### src/hw/rtl/wsrs_pkg.sv
// ----------------------------------------------------------------------------
// wsrs_pkg: shared types and constants of the working-set range splitter
// Sizes of the page list, the interfaces between the store, the sequencer
// and the top level, and the mapping of region flags to an action.
// ----------------------------------------------------------------------------
package wsrs_pkg;

  localparam int WS_DEPTH = 1024;
  localparam int PAGE_W   = 36;
  localparam int IDX_W    = (WS_DEPTH > 1) ? $clog2(WS_DEPTH) : 1;
  localparam int CNT_W    = $clog2(WS_DEPTH + 1);

  localparam logic [2:0] FLAG_PRESENT = 3'd1;
  localparam logic [2:0] FLAG_LAZY    = 3'd2;

  typedef enum logic [1:0] {
    ACT_DUMP   = 2'd0,
    ACT_ACTIVE = 2'd1,
    ACT_SKIP   = 2'd2,
    ACT_ERROR  = 2'd3
  } action_t;

  typedef enum logic {
    OP_APPEND = 1'b0,
    OP_SPLIT  = 1'b1
  } op_t;

  // Request from the sequencer to the page store.
  typedef struct packed {
    logic              we;
    logic [IDX_W-1:0]  waddr;
    logic [PAGE_W-1:0] wdata;
    logic              re;
    logic [IDX_W-1:0]  raddr;
  } mem_req_t;

  // Status of the sequencer seen by the top level.
  typedef struct packed {
    logic             idle;
    logic             done;
    logic [CNT_W-1:0] idx;
    logic [CNT_W-1:0] count;
  } seq_status_t;

  typedef struct packed {
    logic [PAGE_W-1:0] len;
    logic              in_ws;
    logic [2:0]        flags;
  } seg_result_t;

  typedef struct packed {
    action_t action;
    logic    lazy;
  } act_t;

  function automatic act_t wsrs_action(input logic [2:0] flags, input logic in_ws);
    act_t r;
    if (flags == FLAG_PRESENT) begin
      r.action = ACT_DUMP;
      r.lazy   = 1'b0;
    end else if ((flags & FLAG_PRESENT) != 3'd0) begin
      r.action = in_ws ? ACT_ACTIVE : ACT_SKIP;
      r.lazy   = 1'b1;
    end else if (flags == FLAG_LAZY) begin
      r.action = ACT_SKIP;
      r.lazy   = 1'b1;
    end else begin
      r.action = ACT_ERROR;
      r.lazy   = 1'b0;
    end
    return r;
  endfunction

endpackage

### src/hw/rtl/wsrs_seq.sv
// ----------------------------------------------------------------------------
// wsrs_seq: scan sequencer of the working-set range splitter
// Holds the list count and scan index, and walks the list one memory read
// at a time through a shared compare and subtract unit.
// ----------------------------------------------------------------------------
module wsrs_seq
  import wsrs_pkg::*;
(
  input  logic              clk,
  input  logic              rst,
  input  logic              start,
  input  logic              op,
  input  logic [PAGE_W-1:0] page,
  input  logic [PAGE_W-1:0] limit,
  input  logic [2:0]        flags,
  input  logic              ack,
  input  logic [PAGE_W-1:0] rdata,
  output mem_req_t          req,
  output seq_status_t       status,
  output seg_result_t       result
);

  typedef enum logic [5:0] {
    S_IDLE    = 6'b000001,
    S_RD      = 6'b000010,
    S_CMP     = 6'b000100,
    S_RUN_RD  = 6'b001000,
    S_RUN_CMP = 6'b010000,
    S_DONE    = 6'b100000
  } state_t;

  state_t            state, state_next;
  logic [CNT_W-1:0]  idx, idx_next;
  logic [CNT_W-1:0]  count, count_next;
  logic [PAGE_W-1:0] start_pg, limit_pg;
  logic [2:0]        flags_r;
  logic [PAGE_W-1:0] len, len_next;
  logic              in_ws, in_ws_next;

  logic              entry_valid;
  logic              more_ahead;
  logic              e_lt_start;
  logic              e_ge_limit;
  logic              e_eq_start;
  logic              run_match;
  logic              use_entry;
  logic [PAGE_W-1:0] sub_a;
  logic [PAGE_W-1:0] diff;
  logic [PAGE_W:0]   run_pos;

  // Shared unit: one subtractor against the start page, plus the compares.
  assign entry_valid = idx < count;
  assign more_ahead  = ({1'b0, idx} + {{CNT_W{1'b0}}, 1'b1}) < {1'b0, count};
  assign e_lt_start  = rdata < start_pg;
  assign e_ge_limit  = rdata >= limit_pg;
  assign e_eq_start  = rdata == start_pg;
  assign run_pos     = {1'b0, start_pg} + {1'b0, len};
  assign run_match   = !e_ge_limit && (run_pos == {1'b0, rdata});
  assign use_entry   = (state == S_CMP) && !e_lt_start && !e_ge_limit;
  assign sub_a       = use_entry ? rdata : limit_pg;
  assign diff        = sub_a - start_pg;

  always_comb begin
    state_next = state;
    idx_next   = idx;
    count_next = count;
    len_next   = len;
    in_ws_next = in_ws;
    req        = '0;
    req.waddr  = count[IDX_W-1:0];
    req.wdata  = page;
    req.raddr  = idx[IDX_W-1:0];
    unique case (state)
      S_IDLE: begin
        if (start) begin
          if (op == OP_SPLIT) begin
            state_next = S_RD;
          end else if (count != CNT_W'(WS_DEPTH)) begin
            req.we     = 1'b1;
            count_next = count + CNT_W'(1);
          end
        end
      end
      S_RD: begin
        // An index at or past the list end counts as no entry.
        if (!entry_valid) begin
          len_next   = diff;
          in_ws_next = 1'b0;
          state_next = S_DONE;
        end else begin
          req.re     = 1'b1;
          state_next = S_CMP;
        end
      end
      S_CMP: begin
        if (more_ahead && e_lt_start) begin
          idx_next   = idx + CNT_W'(1);
          state_next = S_RD;
        end else if (e_lt_start || e_ge_limit || !e_eq_start) begin
          len_next   = diff;
          in_ws_next = 1'b0;
          state_next = S_DONE;
        end else begin
          len_next   = PAGE_W'(1);
          in_ws_next = 1'b1;
          idx_next   = idx + CNT_W'(1);
          state_next = S_RUN_RD;
        end
      end
      S_RUN_RD: begin
        if (!entry_valid) begin
          state_next = S_DONE;
        end else begin
          req.re     = 1'b1;
          state_next = S_RUN_CMP;
        end
      end
      S_RUN_CMP: begin
        if (run_match) begin
          len_next   = len + PAGE_W'(1);
          idx_next   = idx + CNT_W'(1);
          state_next = S_RUN_RD;
        end else begin
          state_next = S_DONE;
        end
      end
      S_DONE: begin
        if (ack) begin
          state_next = S_IDLE;
        end
      end
      default: begin
        state_next = S_IDLE;
      end
    endcase
  end

  always_ff @(posedge clk) begin
    if (rst) begin
      state <= S_IDLE;
      idx   <= '0;
      count <= '0;
    end else begin
      state <= state_next;
      idx   <= idx_next;
      count <= count_next;
    end
  end

  always_ff @(posedge clk) begin
    if (state == S_IDLE && start) begin
      start_pg <= page;
      limit_pg <= limit;
      flags_r  <= flags;
    end
    len   <= len_next;
    in_ws <= in_ws_next;
  end

  assign status.idle   = state == S_IDLE;
  assign status.done   = state == S_DONE;
  assign status.idx    = idx;
  assign status.count  = count;
  assign result.len    = len;
  assign result.in_ws  = in_ws;
  assign result.flags  = flags_r;

endmodule

### config.mk
export PLATFORM = sky130hd
export DESIGN_NAME = wsrs_seq
export DESIGN_NICKNAME = d
export VERILOG_FILES = /design/src/hw/rtl/wsrs_pkg.sv /design/src/hw/rtl/wsrs_seq.sv
export SDC_FILE = /design/constraint.sdc
export NUM_CORES = 1
export LEC_CHECK = 0
export ABC_AREA = 0
export BUFFER_PORTS_ARGS = -buffer_cell sky130_fd_sc_hd__buf_2
export CAP_MARGIN = 0
export CORE_ASPECT_RATIO = 1.4
export CORE_MARGIN = 8
export CORE_UTILIZATION = 28
export DETAILED_ROUTE_END_ITERATION = 16
export HOLD_SLACK_MARGIN = 0.02
export PLACE_DENSITY = 0.52
export SLEW_MARGIN = 25
export SYNTH_ARGS = -nofsm -noshare
export SYNTH_HDL_FRONTEND = slang
export SYNTH_SLANG_ARGS = --single-unit
### constraint.sdc
create_clock -name clk -period 7.5 [get_ports clk]
set_input_delay 0.75 -clock clk [delete_from_list [all_inputs] [get_ports clk]]
set_output_delay 0.75 -clock clk [all_outputs]
set_load 0.005 [all_outputs]
Word-level counts from Yosys, hierarchy flattened
Cells that the tools add are included.
{"block": "totals", "out_inout_bits": 122, "elab_cells": 83, "regBits": 140}
{"block": "classes", "n_reduce_logical": 19, "n_bitwise": 1, "magnitude_cmp": 4, "muxes": 29, "n_eq_ne": 16, "n_addsub": 6}
{"operator": "$mux 36", "n": 5}
{"operator": "$pmux 36 s3", "n": 1}
{"operator": "$mux 6", "n": 8}
{"operator": "$add 36x36->37", "n": 1}
{"operator": "$eq 37x36->1", "n": 1}
{"operator": "$add 36x1->36 const B", "n": 1}
{"operator": "$eq 36x36->1", "n": 1}
{"operator": "$ge 36x36->1", "n": 1}
{"operator": "$lt 36x36->1", "n": 1}
{"operator": "$pmux 6 s6", "n": 1}
{"operator": "$sub 36x36->36", "n": 1}
{"operator": "$mux 11", "n": 3}
{"operator": "$add 11x1->11 const B", "n": 2}
{"operator": "$pmux 11 s2", "n": 1}
{"operator": "$add 11x1->12 const B", "n": 1}
{"operator": "$lt 12x11->1", "n": 1}
{"operator": "$ne 2x2->1 const B", "n": 6}
{"operator": "$lt 11x11->1", "n": 1}
{"operator": "$ne 11x11->1 const B", "n": 1}
{"operator": "$mux 1", "n": 9}
{"operator": "$reduce_and 3->1", "n": 3}
{"operator": "$reduce_and 4->1", "n": 2}
{"operator": "$eq 6x1->1 const B", "n": 1}
{"operator": "$eq 6x2->1 const B", "n": 1}
{"operator": "13 further kinds", "n": 21}

Longest topological paths before layout
{"block": "logic_depth", "ltp_word": 9, "depth_mapped": 24, "mapped_depth_nobuf": 23}

Worst setup path before layout
Ideal clock, no wire load.
{"block": "synth_path", "path_kind": "flip-flop to flip-flop", "from": "register len[0]", "to": "register len[0] (enable)", "required_time_ns": 7.049, "setup_time_ns": 0.451, "slack_ns": 1.394, "path_stages_with_launch": 14, "path_buffers": 1, "t_arrival_ns": 5.655, "cell_sequence": "edfxtp_1 -> ha_1 -> fa_1 -> a21o_1 -> a221oi_1 -> xnor2_1 -> nand3_1 -> or4_1 -> a2111o_1 -> or4_4 -> nor3_4 -> clkbuf_1 -> nand3_1 -> a31oi_1"}
{"block": "synth_between", "elab_chain_cells": 5}
{"element": "from (decl)", "line": "wsrs_seq.sv:37", "source": "logic [PAGE_W-1:0] len, len_next;"}
{"element": "from (signal assigned)", "line": "wsrs_seq.sv:156", "source": "len <= len_next;"}
{"element": "$add 36x36->37", "line": "wsrs_seq.sv:57", "source": "assign run_pos = {1'b0, start_pg} + {1'b0, len};"}
{"element": "$eq 37x36->1", "line": "wsrs_seq.sv:58", "source": "assign run_match = !e_ge_limit && (run_pos == {1'b0, rdata});"}
{"element": "$logic_and 1x1->1", "line": "wsrs_seq.sv:58"}
{"element": "$ne 2x2->1 (no line)"}
{"element": "$reduce_and 4->1 (no line)"}
Every way passes these cells.
A chain may end at the register's enable or synchronous reset.

Worst setup path in the final report
{"block": "layout_path", "from": "input port rdata[11]", "to": "register len[35] (data pin)"}
{"block": "layout_between", "elab_chain_cells": 9}
{"element": "from (decl)", "line": "wsrs_seq.sv:17", "source": "input logic [PAGE_W-1:0] rdata,"}
{"element": "$lt 36x36->1", "line": "wsrs_seq.sv:54", "source": "assign e_lt_start = rdata < start_pg;"}
{"element": "$logic_not 1->1", "line": "wsrs_seq.sv:59", "source": "assign use_entry = (state == S_CMP) && !e_lt_start && !e_ge_limit;"}
{"element": "$logic_and 1x1->1 (2 in series)", "line": "wsrs_seq.sv:59"}
{"element": "$mux 36", "line": "wsrs_seq.sv:60", "source": "assign sub_a = use_entry ? rdata : limit_pg;"}
{"element": "$sub 36x36->36", "line": "wsrs_seq.sv:61", "source": "assign diff = sub_a - start_pg;"}
{"element": "$mux 36", "line": "wsrs_seq.sv:99", "source": "end else if (e_lt_start || e_ge_limit || !e_eq_start) begin"}
{"element": "$mux 36", "line": "wsrs_seq.sv:96", "source": "if (more_ahead && e_lt_start) begin"}
{"element": "$pmux 36 s3 *", "line": "wsrs_seq.sv:73", "source": "unique case (state)"}
{"element": "via len_next[35]", "line": "wsrs_seq.sv:37"}
Mark *: on every way through the listed nets, which the timed path passes. The rest lies on a longest branch. The select of a mux whose other input is x is not followed.

==> reports/metrics.csv <==
stage;metric;value;unit
outcome;status;finished clean;
critical_path;critical_path_class;input port to flip-flop;
place;place.port_buffers;237;
floorplanning;die_area;0.0566;mm2
clocking;clkLatencyLatePin;0.46;ns
drt;vias_per_cell;5.25;
clocking;tritoncts.num_buffers;17;
global_route;grtUsageMet1;0.184;
synthesis;synth.most_common_cell;ha_1;
global_route;grt_max_degree;48;
clocking;tritoncts;built;
critical_path;worst-r2r-cell-count;22;
timing;hold_slack;0.459;ns
synthesis;syn_nets;1876;
job;drv_cap;0;
synthesis;synth_seq_area_share;0.285;
final_layout;final_cells;2414;
timing;rsz0062_at_grt;false;
critical_path;crit_path_start_kind;input port;
drt;routed-via-count;12667;
floorplanning;pin_count;238;
floorplanning;start_util;0.282;
clocking;cts_max_level;4;
global_route;grt_pass1_wl;76500;um
synthesis;yosys_warnings;0;
drt;ant_nets;0;
critical_path;worstPathRequired;7.69;ns
timing;finClkSkew;0.0126;ns
clocking;hold_buffers;0;
clocking;cts_max_path_buffers;2;
place;routabilityCongestion;0.936;
global_route;use_met2;0.329;
power;power.density;166;mW/mm2
timing;final-setup-viol-count;0;
synthesis;yosysTopAreaCell;edfxtp_1;
floorplanning;core;0.0488;mm2
timing;slew_headroom;0.363;
power;cellLeakagePower;6.70;nW
synthesis;synth_cell_types;80;
critical_path;cp_max_fo;39;
final_layout;drive_above_1_share;0.182;
critical_path;crit_arrival;6.99;ns
floorplanning;die_h;278;um
global_route;grt_overflow;0;
place;place_inst;2383;
synthesis;synth_ff_type;edfxtp_1;
timing;tightestPinTransition;0.950;ns
min_path;hold_depth;1;
critical_path;crit_path_end_kind;flip-flop;
floorplanning;die_w;203;um
drt;drt_wl_total;50200;um
place;dp_hpwl;41100;um
floorplanning;num_rows;96;
timing;fin_setup_tns;0;ns
clocking;cts.repair.resized;0;
clocking;post_cts_buffers;0;
timing;timing.final.crit_share;0.907;
power;vdd_drop_max;0.168;mV
timing;period_needed;6.80;ns
drt;drt-initial-drc-count;857;
synthesis;syn_inst;1591;
synthesis;synth.area.top_cells;edfxtp_1 (24%), ha_1 (15%), xnor2_1 (4.1%);
global_route;use_met3;0.0278;
drt;drt-pass1-iter-count;5;
synthesis;synth_top_area_frac;0.244;
final_layout;layout.nets;2050;
global_route;grt-busiest-layer;met2;
drt;drcViolationCount;0;
synthesis;synth_edf_count;112;
clocking;clock_sinks;140;
timing;hold_viol_final;0;
global_route;antenna_found_initial;2;
synthesis;syn_area_per_cell;8.65;um2
synthesis;synth_area;0.0138;mm2
timing;max_freq;147;MHz
drt;avgRoutedWirePerCell;20.8;um
synthesis;ys_ff_latch;140;
min_path;hold_path.class;input port to flip-flop;
clocking;path_clk_slew;0.07;ns
synthesis;async_reset_ff_frac;0;
global_route;first_global_vias;13016;
clocking;root_buffer;clkbuf_16;
timing;drv_slew;0;
global_route;grt_usage;0.174;
synthesis;synth_commonest_cells;ha_1 (167), nand2_1 (151), edfxtp_1 (112);
final_layout;area_delta_synth_final;15.0;%
==> layout by cell type (no fill, tap or decap), drive strengths merged, types with 8 or more instances in the layout <==
master     n
nand4     40
a2111oi   10
o22ai     38
a21o      43
a211oi    13
o21ai    100
nand2b    12
nand2    151
o2111ai   10
nand4bb    8
nand3     57
o21bai    14
buf      260
dfxtp     28
clkinv     9
xnor2     65
xor2      65
ha       167
o211ai    19
nor3      35
mux2i     12
nor4      13
nor2b     17
clkbuf    17
nor2      81
o21a      12
inv      108
edfxtp   112
a31oi      8
and3      14
a21oi    112
==> state kept, by name, summed over array words and instances (netlist names) <==
signal    cells
state         6
limit_pg     36
len          36
count        11
idx          11
in_ws         1
start_pg     36
flags_r       3
==> final cells by class <==
| type | instances | area, um2 |
|---|---|---|
| Clock buffer | 17 | 425 |
| Antenna cell | 1 | 2.50 |
| Clock inverter | 13 | 104 |
| Timing Repair Buffer | 260 | 1370 |
| Inverter | 109 | 410 |
| Fill cell | 5252 | 32900 |
| Sequential cell | 140 | 3920 |
| Multi-Input combinational cell | 1237 | 8800 |
| Tap cell | 637 | 797 |
==> where the power goes <==
part,switching [mW],internal (mW)
Combinational,0.522,0.353
Clock,0.365,0.446
Sequential,0.0396,0.909
Total,0.926,1.71
==> routing by layer <==
layer  wire length (um)  vias to the layer above
li1                   -                     6219
met1              19100                     6054
met2              27100                      298
met3               1810                       94
met4               2170                        2
met5                 13                        -
==> critical path, cell delays in order <==
cell and delay, ns:
buf_2 0.13, ha_1 0.32, a21oi_1 0.13, o21ai_0 0.15, a2111oi_0 0.45, a21oi_1 0.24, o21ai_0 0.29, nand2b_1 0.15
nor3_2 0.74, buf_4 0.52, o21ai_0 0.17, ha_1 0.23, or3_1 0.39, o211ai_1 0.26, o21ai_0 0.17, o311ai_0 0.61
buf_4 0.25, o21ai_0 0.16, a2111oi_0 0.48, nor3_1 0.13, xor2_1 0.17, o22ai_1 0.09
==> through the flow <==
stage / total power, mW / setup WS, ns / util / cell area [um2]
after floorplan: 1.55 / 1.39 / - / 13800
after global placement: 1.83 / 0.352 / 0.313 / 15300
after detailed placement: 1.84 / 0.314 / 0.314 / 15300
after CTS: 2.67 / 0.770 / 0.325 / 15800
after global routing: 2.79 / 0.0731 / 0.325 / 15800
final: 2.63 / 0.701 / 0.325 / 15800
==> cells by family after synthesis <==
kind of cell | Yosys count | synth area share
flip-flops | 140 | 0.285
multiplexers | 19 | 0.0145
XOR/XNOR | 130 | 0.0827
AO/OA/AOI/OAI | 439 | 0.209
buffers and inverters | 214 | 0.0776
adder cells (fa/ha/maj) | 169 | 0.155
AND/OR/NAND/NOR | 480 | 0.177
==> final timing paths <==
kind / slack [ns] / end / start
max: 0.70 / len[35] / rdata[11]
min: 0.46 / limit_pg[15] / limit[15]
max reg2reg: 0.76 / len[35] / limit_pg[11]
min reg2reg: 0.53 / count[9] / count[9]
Power figures use the tool's default switching activity.
